==> src/rtl/core/tracker_sighting_table_defines.svh <==
// ----------------------------------------------------------------------------
// Tracker sighting table: shared assertion macros
// Concurrent check helpers; the using module must have clk and rst_n.
// ----------------------------------------------------------------------------
`ifndef TRACKER_SIGHTING_TABLE_DEFINES_SVH
`define TRACKER_SIGHTING_TABLE_DEFINES_SVH

// same-cycle implication
`define TST_ASSERT_NOW(label, ante, cons, msg) \
    label: assert property (@(posedge clk) disable iff (!rst_n) (ante) |-> (cons)) \
        else $error(msg);

// next-cycle implication
`define TST_ASSERT_NEXT(label, ante, cons, msg) \
    label: assert property (@(posedge clk) disable iff (!rst_n) (ante) |=> (cons)) \
        else $error(msg);

`endif

==> src/rtl/core/tst_pkg.sv <==
`timescale 1ns / 1ps
// ----------------------------------------------------------------------------
// Tracker sighting table package
// Codes, constants and the structs shared by the table modules.
// ----------------------------------------------------------------------------
package tst_pkg;

    // request op codes
    localparam logic [1:0] OP_REPORT = 2'd0;
    localparam logic [1:0] OP_READ   = 2'd1;
    localparam logic [1:0] OP_CLEAR  = 2'd2;

    // tag kinds
    localparam logic [1:0] KIND_NONE    = 2'd0;
    localparam logic [1:0] KIND_FINDER  = 2'd1;
    localparam logic [1:0] KIND_COMPANY = 2'd2;
    localparam logic [1:0] KIND_SERVICE = 2'd3;

    // result outcomes
    localparam logic [2:0] OUT_IGNORED  = 3'd0;
    localparam logic [2:0] OUT_UPDATED  = 3'd1;
    localparam logic [2:0] OUT_INSERTED = 3'd2;
    localparam logic [2:0] OUT_FULL     = 3'd3;
    localparam logic [2:0] OUT_LOCK_HIT = 3'd4;
    localparam logic [2:0] OUT_DONE     = 3'd5;

    // configuration register indexes
    localparam int unsigned CFG_IDX_W = 2;
    localparam logic [CFG_IDX_W-1:0] REG_LOCATE_MODE  = 2'd0;
    localparam logic [CFG_IDX_W-1:0] REG_LOCK_ADDRESS = 2'd1;

    // classification constants
    localparam logic [15:0] COMPANY_FINDER  = 16'h004C;
    localparam logic [7:0]  TYPE_FINDER     = 8'h12;
    localparam logic [15:0] COMPANY_OTHER   = 16'h0075;

    localparam logic signed [7:0] NO_SIGNAL = 8'sh9C;   // -100 dBm

    typedef enum logic [2:0] {
        ST_IDLE,
        ST_SCAN,
        ST_RD_ADDR,
        ST_RD_DATA,
        ST_DONE
    } tst_state_t;

    typedef struct packed {
        logic [47:0]        address;
        logic [1:0]         kind;
        logic signed [7:0]  strength;
        logic signed [7:0]  best;
        logic [31:0]        last_ms;
    } tst_entry_t;

    typedef struct packed {
        logic [1:0]         op;
        logic [47:0]        address;
        logic signed [7:0]  strength;
        logic [31:0]        now_ms;
        logic [1:0]         kind;
        logic               locate;
        logic               lock_hit;
        logic [3:0]         read_index;
    } tst_req_t;

    typedef struct packed {
        logic [1:0]         kind;
        logic [2:0]         outcome;
        logic [3:0]         slot;
        logic [4:0]         entry_count;
        logic               slot_valid;
        logic [47:0]        slot_address;
        logic signed [7:0]  slot_strength;
        logic signed [7:0]  slot_best;
        logic [31:0]        slot_last_ms;
        logic signed [7:0]  lock_strength;
        logic [31:0]        lock_last_ms;
    } tst_res_t;

endpackage

==> src/rtl/core/tst_ram.sv <==
`timescale 1ns / 1ps
// ----------------------------------------------------------------------------
// Generic single-port-write RAM
// One write port, one read port, read data registered.
// ----------------------------------------------------------------------------
module tst_ram #(
    parameter int unsigned WIDTH = 8,
    parameter int unsigned DEPTH = 16,
    parameter int unsigned AW    = (DEPTH > 1) ? $clog2(DEPTH) : 1
) (
    input  logic             clk,
    input  logic             we,
    input  logic [AW-1:0]    waddr,
    input  logic [WIDTH-1:0] wdata,
    input  logic [AW-1:0]    raddr,
    output logic [WIDTH-1:0] rdata
);

    logic [WIDTH-1:0] mem [DEPTH];
    logic [WIDTH-1:0] rdata_reg;

    always_ff @(posedge clk)
    begin
        if (we)
        begin
            mem[waddr] <= wdata;
        end
        rdata_reg <= mem[raddr];
    end

    assign rdata = rdata_reg;

endmodule

==> src/rtl/core/tst_engine.sv <==
`timescale 1ns / 1ps
`include "tracker_sighting_table_defines.svh"
// ----------------------------------------------------------------------------
// Tracker sighting table engine
// Sequencer over the entry RAM: linear search, update or append, read, clear,
// plus the entry count and the locked-address reading.
// ----------------------------------------------------------------------------
module tst_engine #(
    parameter int unsigned ENTRIES = 16
) (
    input  logic               clk,
    input  logic               rst_n,
    input  logic               req_valid,
    output logic               req_ready,
    input  tst_pkg::tst_req_t  req,
    output logic               res_valid,
    input  logic               out_free,
    output tst_pkg::tst_res_t  res
);

    localparam int unsigned IDX_W = (ENTRIES > 1) ? $clog2(ENTRIES) : 1;
    localparam int unsigned CNT_W = $clog2(ENTRIES + 1);
    localparam int unsigned EW    = $bits(tst_pkg::tst_entry_t);

    tst_pkg::tst_state_t state_reg, state_next;
    tst_pkg::tst_req_t   req_reg, req_next;
    tst_pkg::tst_res_t   res_reg, res_next;

    logic [CNT_W-1:0]    count_reg, count_next;
    logic [CNT_W-1:0]    ptr_reg, ptr_next;
    logic                chk_vld_reg, chk_vld_next;
    logic [IDX_W-1:0]    chk_idx_reg, chk_idx_next;
    logic signed [7:0]   lock_strength_reg, lock_strength_next;
    logic [31:0]         lock_time_reg, lock_time_next;

    logic                ram_we;
    logic [IDX_W-1:0]    ram_waddr;
    logic [IDX_W-1:0]    ram_raddr;
    tst_pkg::tst_entry_t ram_wdata;
    tst_pkg::tst_entry_t ram_rdata;
    logic [EW-1:0]       ram_rdata_raw;

    logic                issue_en;
    logic                hit;
    logic                miss;
    logic                full;
    logic                do_insert;
    logic                rd_ok;
    logic signed [7:0]   best_new;

    tst_ram #(
        .WIDTH (EW),
        .DEPTH (ENTRIES),
        .AW    (IDX_W)
    ) u_ram (
        .clk   (clk),
        .we    (ram_we),
        .waddr (ram_waddr),
        .wdata (ram_wdata),
        .raddr (ram_raddr),
        .rdata (ram_rdata_raw)
    );

    assign ram_rdata = tst_pkg::tst_entry_t'(ram_rdata_raw);

    // search pipeline: issue one address a cycle, compare the one issued before
    assign issue_en  = (ptr_reg < count_reg);
    assign hit       = chk_vld_reg && (ram_rdata.address == req_reg.address);
    assign miss      = !issue_en && !chk_vld_reg;
    assign full      = (32'(count_reg) >= ENTRIES);
    assign do_insert = (state_reg == tst_pkg::ST_SCAN) && miss && !full;
    assign rd_ok     = (32'(req_reg.read_index) < 32'(count_reg)) &&
                       (32'(req_reg.read_index) < ENTRIES);
    assign best_new  = (req_reg.strength > ram_rdata.best) ? req_reg.strength
                                                           : ram_rdata.best;

    always_ff @(posedge clk or negedge rst_n)
    begin
        if (!rst_n)
        begin
            state_reg         <= tst_pkg::ST_IDLE;
            count_reg         <= '0;
            chk_vld_reg       <= 1'b0;
            lock_strength_reg <= tst_pkg::NO_SIGNAL;
            lock_time_reg     <= '0;
        end
        else
        begin
            state_reg         <= state_next;
            count_reg         <= count_next;
            chk_vld_reg       <= chk_vld_next;
            lock_strength_reg <= lock_strength_next;
            lock_time_reg     <= lock_time_next;
        end
    end

    always_ff @(posedge clk)
    begin
        req_reg     <= req_next;
        res_reg     <= res_next;
        ptr_reg     <= ptr_next;
        chk_idx_reg <= chk_idx_next;
    end

    // next state
    always_comb
    begin
        state_next = state_reg;
        unique case (state_reg)
            tst_pkg::ST_IDLE:
            begin
                if (req_valid)
                begin
                    case (req.op)
                        tst_pkg::OP_REPORT:
                        begin
                            if (!req.locate && (req.kind != tst_pkg::KIND_NONE))
                            begin
                                state_next = tst_pkg::ST_SCAN;
                            end
                            else
                            begin
                                state_next = tst_pkg::ST_DONE;
                            end
                        end
                        tst_pkg::OP_READ: state_next = tst_pkg::ST_RD_ADDR;
                        default:          state_next = tst_pkg::ST_DONE;
                    endcase
                end
            end
            tst_pkg::ST_SCAN:
            begin
                if (hit || miss)
                begin
                    state_next = tst_pkg::ST_DONE;
                end
            end
            tst_pkg::ST_RD_ADDR: state_next = tst_pkg::ST_RD_DATA;
            tst_pkg::ST_RD_DATA: state_next = tst_pkg::ST_DONE;
            tst_pkg::ST_DONE:
            begin
                if (out_free)
                begin
                    state_next = tst_pkg::ST_IDLE;
                end
            end
            default: state_next = tst_pkg::ST_IDLE;
        endcase
    end

    // datapath and outputs
    always_comb
    begin
        req_next           = req_reg;
        res_next           = res_reg;
        count_next         = count_reg;
        ptr_next           = ptr_reg;
        chk_vld_next       = 1'b0;
        chk_idx_next       = chk_idx_reg;
        lock_strength_next = lock_strength_reg;
        lock_time_next     = lock_time_reg;
        ram_we             = 1'b0;
        ram_waddr          = chk_idx_reg;
        ram_wdata          = ram_rdata;
        ram_raddr          = ptr_reg[IDX_W-1:0];
        req_ready          = 1'b0;
        res_valid          = 1'b0;

        unique case (state_reg)
            tst_pkg::ST_IDLE:
            begin
                req_ready = 1'b1;
                if (req_valid)
                begin
                    req_next = req;
                    ptr_next = '0;
                    res_next = '0;
                    case (req.op)
                        tst_pkg::OP_REPORT:
                        begin
                            res_next.kind = req.kind;
                            if (req.locate)
                            begin
                                if (req.lock_hit)
                                begin
                                    lock_strength_next = req.strength;
                                    lock_time_next     = req.now_ms;
                                    res_next.outcome   = tst_pkg::OUT_LOCK_HIT;
                                end
                            end
                        end
                        tst_pkg::OP_CLEAR:
                        begin
                            count_next         = '0;
                            lock_strength_next = tst_pkg::NO_SIGNAL;
                            lock_time_next     = '0;
                            res_next.outcome   = tst_pkg::OUT_DONE;
                        end
                        default:
                        begin
                            res_next.outcome = tst_pkg::OUT_IGNORED;
                        end
                    endcase
                end
            end
            tst_pkg::ST_SCAN:
            begin
                if (hit)
                begin
                    // keep address and stored kind, refresh the reading
                    ram_we                 = 1'b1;
                    ram_waddr              = chk_idx_reg;
                    ram_wdata.address      = ram_rdata.address;
                    ram_wdata.kind         = ram_rdata.kind;
                    ram_wdata.strength     = req_reg.strength;
                    ram_wdata.best         = best_new;
                    ram_wdata.last_ms      = req_reg.now_ms;
                    res_next.outcome       = tst_pkg::OUT_UPDATED;
                    res_next.slot          = 4'(chk_idx_reg);
                    res_next.slot_valid    = 1'b1;
                    res_next.slot_address  = ram_rdata.address;
                    res_next.slot_strength = req_reg.strength;
                    res_next.slot_best     = best_new;
                    res_next.slot_last_ms  = req_reg.now_ms;
                end
                else if (miss)
                begin
                    if (full)
                    begin
                        res_next.outcome = tst_pkg::OUT_FULL;
                    end
                    else
                    begin
                        // append at the end of the table
                        ram_we                 = 1'b1;
                        ram_waddr              = count_reg[IDX_W-1:0];
                        ram_wdata.address      = req_reg.address;
                        ram_wdata.kind         = req_reg.kind;
                        ram_wdata.strength     = req_reg.strength;
                        ram_wdata.best         = req_reg.strength;
                        ram_wdata.last_ms      = req_reg.now_ms;
                        count_next             = count_reg + 1'b1;
                        res_next.outcome       = tst_pkg::OUT_INSERTED;
                        res_next.slot          = 4'(count_reg);
                        res_next.slot_valid    = 1'b1;
                        res_next.slot_address  = req_reg.address;
                        res_next.slot_strength = req_reg.strength;
                        res_next.slot_best     = req_reg.strength;
                        res_next.slot_last_ms  = req_reg.now_ms;
                    end
                end
                else
                begin
                    chk_vld_next = issue_en;
                    chk_idx_next = ptr_reg[IDX_W-1:0];
                    if (issue_en)
                    begin
                        ptr_next = ptr_reg + 1'b1;
                    end
                end
            end
            tst_pkg::ST_RD_ADDR:
            begin
                ram_raddr = IDX_W'(req_reg.read_index);
            end
            tst_pkg::ST_RD_DATA:
            begin
                res_next.outcome = tst_pkg::OUT_DONE;
                res_next.slot    = req_reg.read_index;
                if (rd_ok)
                begin
                    res_next.kind          = ram_rdata.kind;
                    res_next.slot_valid    = 1'b1;
                    res_next.slot_address  = ram_rdata.address;
                    res_next.slot_strength = ram_rdata.strength;
                    res_next.slot_best     = ram_rdata.best;
                    res_next.slot_last_ms  = ram_rdata.last_ms;
                end
            end
            tst_pkg::ST_DONE:
            begin
                res_valid = 1'b1;
            end
            default:
            begin
                res_valid = 1'b0;
            end
        endcase
    end

    // count and lock reading are already final while the result waits
    always_comb
    begin
        res               = res_reg;
        res.entry_count   = 5'(count_reg);
        res.lock_strength = lock_strength_reg;
        res.lock_last_ms  = lock_time_reg;
    end

    `TST_ASSERT_NOW(a_count_bound, 1'b1, 32'(count_reg) <= ENTRIES, "entry count above depth")
    `TST_ASSERT_NOW(a_write_scan, ram_we, (state_reg == tst_pkg::ST_SCAN) && (hit || do_insert), "table write outside search end")
    `TST_ASSERT_NEXT(a_insert_count, do_insert, count_reg == $past(count_reg) + 1'b1, "append did not advance count")
    `TST_ASSERT_NEXT(a_clear, req_valid && (state_reg == tst_pkg::ST_IDLE) && (req.op == tst_pkg::OP_CLEAR), (count_reg == '0) && (lock_strength_reg == tst_pkg::NO_SIGNAL), "clear left state behind")

endmodule

==> src/rtl/core/tracker_sighting_table.sv <==
`timescale 1ns / 1ps
// ----------------------------------------------------------------------------
// Tracker sighting table
// Classifies advertisement reports into tag kinds and keeps a table of sighted
// tags with latest and best strength, or follows one locked address.
//
//   channel  | handshake            | payload
//   ---------+----------------------+-------------------------------------
//   in       | in_valid / in_ready  | op, address, strength, now_ms, ...
//   out      | out_valid / out_ready| kind, outcome, slot, entry_count, ...
//   cfg      | cfg_write            | cfg_index, cfg_data (no read-back)
//
// A report of a known kind outside locate mode searches the entry RAM one entry
// a cycle until it meets its address or passes the last entry. A read addresses
// the RAM, then takes its data; any other request goes straight to its result.
// Each result shows in the same cycle that the next request can be taken. One
// request is in work at a time. Reset empties the table by count; the RAM itself
// is not cleared. A stalled result holds in the output register; the next request
// is taken while it waits, and its own result then waits for the register to free.
// ----------------------------------------------------------------------------
module tracker_sighting_table #(
    parameter int unsigned ENTRIES = 16
) (
    input  logic                               clk,
    input  logic                               rst_n,

    input  logic                               cfg_write,
    input  logic [tst_pkg::CFG_IDX_W-1:0]      cfg_index,
    input  logic [47:0]                        cfg_data,

    input  logic                               in_valid,
    output logic                               in_ready,
    input  logic [1:0]                         op,
    input  logic [47:0]                        address,
    input  logic signed [7:0]                  strength,
    input  logic [31:0]                        now_ms,
    input  logic                               maker_data_ok,
    input  logic [15:0]                        company_id,
    input  logic [7:0]                         maker_type,
    input  logic                               tag_service_seen,
    input  logic [3:0]                         read_index,

    output logic                               out_valid,
    input  logic                               out_ready,
    output logic [1:0]                         kind,
    output logic [2:0]                         outcome,
    output logic [3:0]                         slot,
    output logic [4:0]                         entry_count,
    output logic                               slot_valid,
    output logic [47:0]                        slot_address,
    output logic signed [7:0]                  slot_strength,
    output logic signed [7:0]                  slot_best,
    output logic [31:0]                        slot_last_ms,
    output logic signed [7:0]                  lock_strength,
    output logic [31:0]                        lock_last_ms
);

    logic               locate_mode_reg, locate_mode_next;
    logic [47:0]        lock_address_reg, lock_address_next;
    logic               out_valid_reg, out_valid_next;
    tst_pkg::tst_res_t  out_reg, out_next;

    tst_pkg::tst_req_t  req;
    tst_pkg::tst_res_t  res;
    logic               res_valid;
    logic               out_free;
    logic [1:0]         class_kind;

    // configuration writes
    always_comb
    begin
        locate_mode_next  = locate_mode_reg;
        lock_address_next = lock_address_reg;
        if (cfg_write)
        begin
            unique case (cfg_index)
                tst_pkg::REG_LOCATE_MODE:  locate_mode_next  = cfg_data[0];
                tst_pkg::REG_LOCK_ADDRESS: lock_address_next = cfg_data;
                default:                   locate_mode_next  = locate_mode_reg;
            endcase
        end
    end

    // kind priority: finder company and type, then other company, then service
    always_comb
    begin
        if (maker_data_ok && (company_id == tst_pkg::COMPANY_FINDER) &&
            (maker_type == tst_pkg::TYPE_FINDER))
        begin
            class_kind = tst_pkg::KIND_FINDER;
        end
        else if (maker_data_ok && (company_id == tst_pkg::COMPANY_OTHER))
        begin
            class_kind = tst_pkg::KIND_COMPANY;
        end
        else if (tag_service_seen)
        begin
            class_kind = tst_pkg::KIND_SERVICE;
        end
        else
        begin
            class_kind = tst_pkg::KIND_NONE;
        end
    end

    always_comb
    begin
        req.op         = op;
        req.address    = address;
        req.strength   = strength;
        req.now_ms     = now_ms;
        req.kind       = class_kind;
        req.locate     = locate_mode_reg;
        req.lock_hit   = (address == lock_address_reg);
        req.read_index = read_index;
    end

    tst_engine #(
        .ENTRIES (ENTRIES)
    ) u_engine (
        .clk       (clk),
        .rst_n     (rst_n),
        .req_valid (in_valid),
        .req_ready (in_ready),
        .req       (req),
        .res_valid (res_valid),
        .out_free  (out_free),
        .res       (res)
    );

    // output register
    assign out_free = !out_valid_reg || out_ready;

    always_comb
    begin
        out_next       = out_reg;
        out_valid_next = out_valid_reg;
        if (res_valid && out_free)
        begin
            out_next       = res;
            out_valid_next = 1'b1;
        end
        else if (out_ready)
        begin
            out_valid_next = 1'b0;
        end
    end

    always_ff @(posedge clk or negedge rst_n)
    begin
        if (!rst_n)
        begin
            locate_mode_reg  <= 1'b0;
            lock_address_reg <= '0;
            out_valid_reg    <= 1'b0;
        end
        else
        begin
            locate_mode_reg  <= locate_mode_next;
            lock_address_reg <= lock_address_next;
            out_valid_reg    <= out_valid_next;
        end
    end

    always_ff @(posedge clk)
    begin
        out_reg <= out_next;
    end

    assign out_valid     = out_valid_reg;
    assign kind          = out_reg.kind;
    assign outcome       = out_reg.outcome;
    assign slot          = out_reg.slot;
    assign entry_count   = out_reg.entry_count;
    assign slot_valid    = out_reg.slot_valid;
    assign slot_address  = out_reg.slot_address;
    assign slot_strength = out_reg.slot_strength;
    assign slot_best     = out_reg.slot_best;
    assign slot_last_ms  = out_reg.slot_last_ms;
    assign lock_strength = out_reg.lock_strength;
    assign lock_last_ms  = out_reg.lock_last_ms;

endmodule
==> config.mk <==
export PLATFORM = sky130hd
export DESIGN_NAME = tracker_sighting_table
export DESIGN_NICKNAME = d
export VERILOG_FILES = /design/src/rtl/core/tst_pkg.sv /design/src/rtl/core/tst_ram.sv /design/src/rtl/core/tst_engine.sv /design/src/rtl/core/tracker_sighting_table.sv
export VERILOG_INCLUDE_DIRS = /design/src /design/src/rtl/core
export SDC_FILE = /design/constraint.sdc
export NUM_CORES = 2
export LEC_CHECK = 0
export BUFFER_PORTS_ARGS = -buffer_cell sky130_fd_sc_hd__buf_2
export CORE_UTILIZATION = 35
export CTS_CLUSTER_SIZE = 8
export DETAILED_ROUTE_END_ITERATION = 8
export PLACE_DENSITY = 0.61
export SLEW_MARGIN = 0
export SYNTH_ARGS = -nofsm -noshare
export SYNTH_HDL_FRONTEND = slang
export SYNTH_SLANG_ARGS = --single-unit
export TNS_END_PERCENT = 50
==> constraint.sdc <==
create_clock -name clk -period 9.2 [get_ports clk]
set_input_delay 0.46 -clock clk [delete_from_list [all_inputs] [get_ports clk]]
set_output_delay 0.46 -clock clk [all_outputs]
set_load 0.02 [all_outputs]
==> flow_metrics.env <==
export IMPL_status="completed"
export IMPL_die_h_um=482
export IMPL_synth_seq_cells=2125
export IMPL_cpMaxStageDelayCell="nor3_4"
export IMPL_ant_nets=0
export IMPL_start_util=0.353
export IMPL_gp_congestion=0.798
export IMPL_hp_class="in2reg"
export IMPL_finalSetupTns_ns=0
export IMPL_grt_pass1_wl_mm=301
export IMPL_syn_area_per_cell_sq_um=19.3
export IMPL_finish_instance_area_sq_um=96400
export IMPL_criticalPathCategory="reg2reg"
export IMPL_fin_ws_ns=3.93
export IMPL_crit_path_max_fanout=49
export IMPL_cap_violations=0
export IMPL_tightest_slew_ns=1.24
export IMPL_clock_skew_ns=0.0851
export IMPL_synthMostInstantiatedCell="edfxtp_1"
export IMPL_start_kind="register"
export IMPL_via_per_inst=5.17
export IMPL_hold_start="out_ready"
export IMPL_synth_edf_count=1928
export IMPL_setup_viol=0
export IMPL_drt_wl_total_mm=209
export IMPL_slew_viol_final=0
export IMPL_die_width_um=482
export IMPL_crit_path_max_incr_delay_ns=0.77
export IMPL_core_region_area_sq_um=228000
export IMPL_htree_levels=5
export IMPL_grt_start_max_net_pins=124
export IMPL_ys_flop_type="edfxtp_1"
export IMPL_grt_overflow=0
export IMPL_drcViolationCount=0
export IMPL_max_slew_margin=0.155
export IMPL_synth_top_cell_by_area="edfxtp_1"
export IMPL_cts_made_buffers=317
export IMPL_syn_inst=4170
export IMPL_routed_via_count=41600
export IMPL_netlist_top_cells_count="edfxtp_1, nand2_1, mux4_2"
export IMPL_cts_resized=0
export IMPL_dp_slack_ns=3.86
export IMPL_numPortBuffers=327
export IMPL_clock_latency_ns=0.94
export IMPL_clockBufferDepth=4
export IMPL_die_area_sq_um=232000
export IMPL_cts_root_buf="clkbuf_16"
export IMPL_p_per_area_nw_per_um2=335
export IMPL_ys_seq_area_frac=0.774
export IMPL_period_share=0.573
export IMPL_fmax_mhz=190
export IMPL_first_iter_violations=4181
export IMPL_synth_top_area_share=0.719
export IMPL_synth_area_sq_um=80500
export IMPL_grt_setup_unrepaired="no"
export IMPL_final_nets=5018
export IMPL_cp_startpoint="u_engine.req_reg[77]"
export IMPL_worstPathRequired_ns=9.71
export IMPL_grt_pass1_vias=43100
export IMPL_worst_setup_hold_path_clk_slew_ns=0.05
export IMPL_antenna_found_initial=19
export IMPL_end_kind="register"
export IMPL_ir_worst_vdd_uv=272
export IMPL_r2r_start="u_engine.req_reg[77]"
export IMPL_synthArstFlopShare=0.0466
export IMPL_io_pin_count=328
export IMPL_synth_nets=4363
export IMPL_areaGrowthSynthToFinish_pct=19.7
export IMPL_first_pass_iters=6
export IMPL_power_total_mw=32.3
export IMPL_grt_util_all_layers=0.179
export IMPL_crit_arrival_ns=5.78
export IMPL_cts_tree="done"
export IMPL_crit_top_cell="buf_4"
export IMPL_largest_reg_flops=1568
export IMPL_yosys_warnings=0
export IMPL_layout_drive_gt1_share=0.251
export IMPL_crit_path_cell_trace="xor2_1, nor4_1, nand4_1, or4_1, buf_4, nand2_2, buf_4, nor2_1, nor3_4, buf_4"
export IMPL_rows=175
export IMPL_netlist_cell_type_count=52
export IMPL_hold_viol=0
export IMPL_place_hpwl_mm=115
export IMPL_placedInstanceArea_sq_um=86000
export IMPL_cts_setup_buffers=0
export IMPL_clkSinkCount=2125
export IMPL_synth_area_leaders="edfxtp_1, mux4_2, dfrtp_1, dfxtp_1, nand2_1"
export IMPL_layout_min_cycle_time_ns=5.27
export IMPL_post_drt_wl_per_cell_um=25.9
export IMPL_p_leak_nw=32.2
## final timing paths
check	end	slack [ns]	depth (start not counted)
max reg2reg	u_engine.res[55]	3.93	10
min reg2reg	slot_best[7]	0.39	0
max in group asynchronous	u_engine.state_reg[1]	7.66	3
max	u_engine.res[55]	3.93	10
min in group asynchronous	u_engine.count_reg[4]	0.11	2
min	out_valid	0.05	3
## layout by cell type (no fill, tap or decap), drive strengths merged, types with 50 or more instances in the layout
| master | n |
|---|---|
| nor2 | 87 |
| mux4 | 392 |
| a31oi | 102 |
| dfrtp | 95 |
| dlygate4sd3 | 147 |
| clkbuf | 517 |
| nand2 | 490 |
| xnor2 | 51 |
| and2 | 99 |
| buf | 402 |
| xor2 | 50 |
| inv | 65 |
| edfxtp | 1928 |
| a211oi | 100 |
| a21oi | 65 |
| dfxtp | 98 |
| mux2 | 99 |
## metal layers
metal | wire, um | up-vias | global-route usage
met5 | 0 | - | 0
met4 | 7840 | 0 | 0.0748
met3 | 12900 | 369 | 0.0339
met2 | 100000 | 1534 | 0.286
met1 | 87500 | 21800 | 0.240
li1 | - | 17900 | -
## report_power, final
group,total [mW],switching [mW],internal (mW)
Sequential,13.8,0.572,13.3
Clock,10.4,3.94,6.49
Combinational,8.03,5.32,2.71
## stage by stage
stage                     hold slack (ns)  utilization  instances
after detailed placement            0.405        0.377       7368
after CTS                          0.0103        0.423       8041
final                              0.0499        0.423       8046
after global routing               0.0253        0.423       8044
after floorplan                     0.164            -       4170
after global placement              0.403        0.377       7368
## cell families after synthesis
| logic type | Yosys count | share of synthesized area |
|---|---|---|
| xor+xnor | 101 | 0.0110 |
| fa+ha+maj | 18 | 0.00280 |
| compound gates | 348 | 0.0277 |
| flops | 2125 | 0.774 |
| simple gates | 765 | 0.0415 |
| buf+inv | 275 | 0.0136 |
| mux | 538 | 0.129 |
## final cells by class
class	count	area, sq um
clock buffer	517	8800
multi-input combinational	1770	17300
antenna	5	12.5
inverter	62	235
clock inverter	9	121
sequential	2125	62300
tap	3009	3760
timing repair buffer	549	3830
fill	19700	132000
## repair_timing
| item | 4_1_cts | 5_1_grt |
|---|---|---|
| hold endpoints to repair | 230 | 0 |
| hold buffers | 147 | 0 |
| endpoints found under the setup margin | 0 | 0 |
## critical path: cells and delay by family, from the launching register on
family / cells / cell delay, ns
and+or+nand+nor: 6 / 2.68
buffers and inverters: 3 / 1.44
DFF: 1 / 0.42
xor gates and xnor gates: 1 / 0.20
No activity file was read; power rests on OpenSTA's default activity.
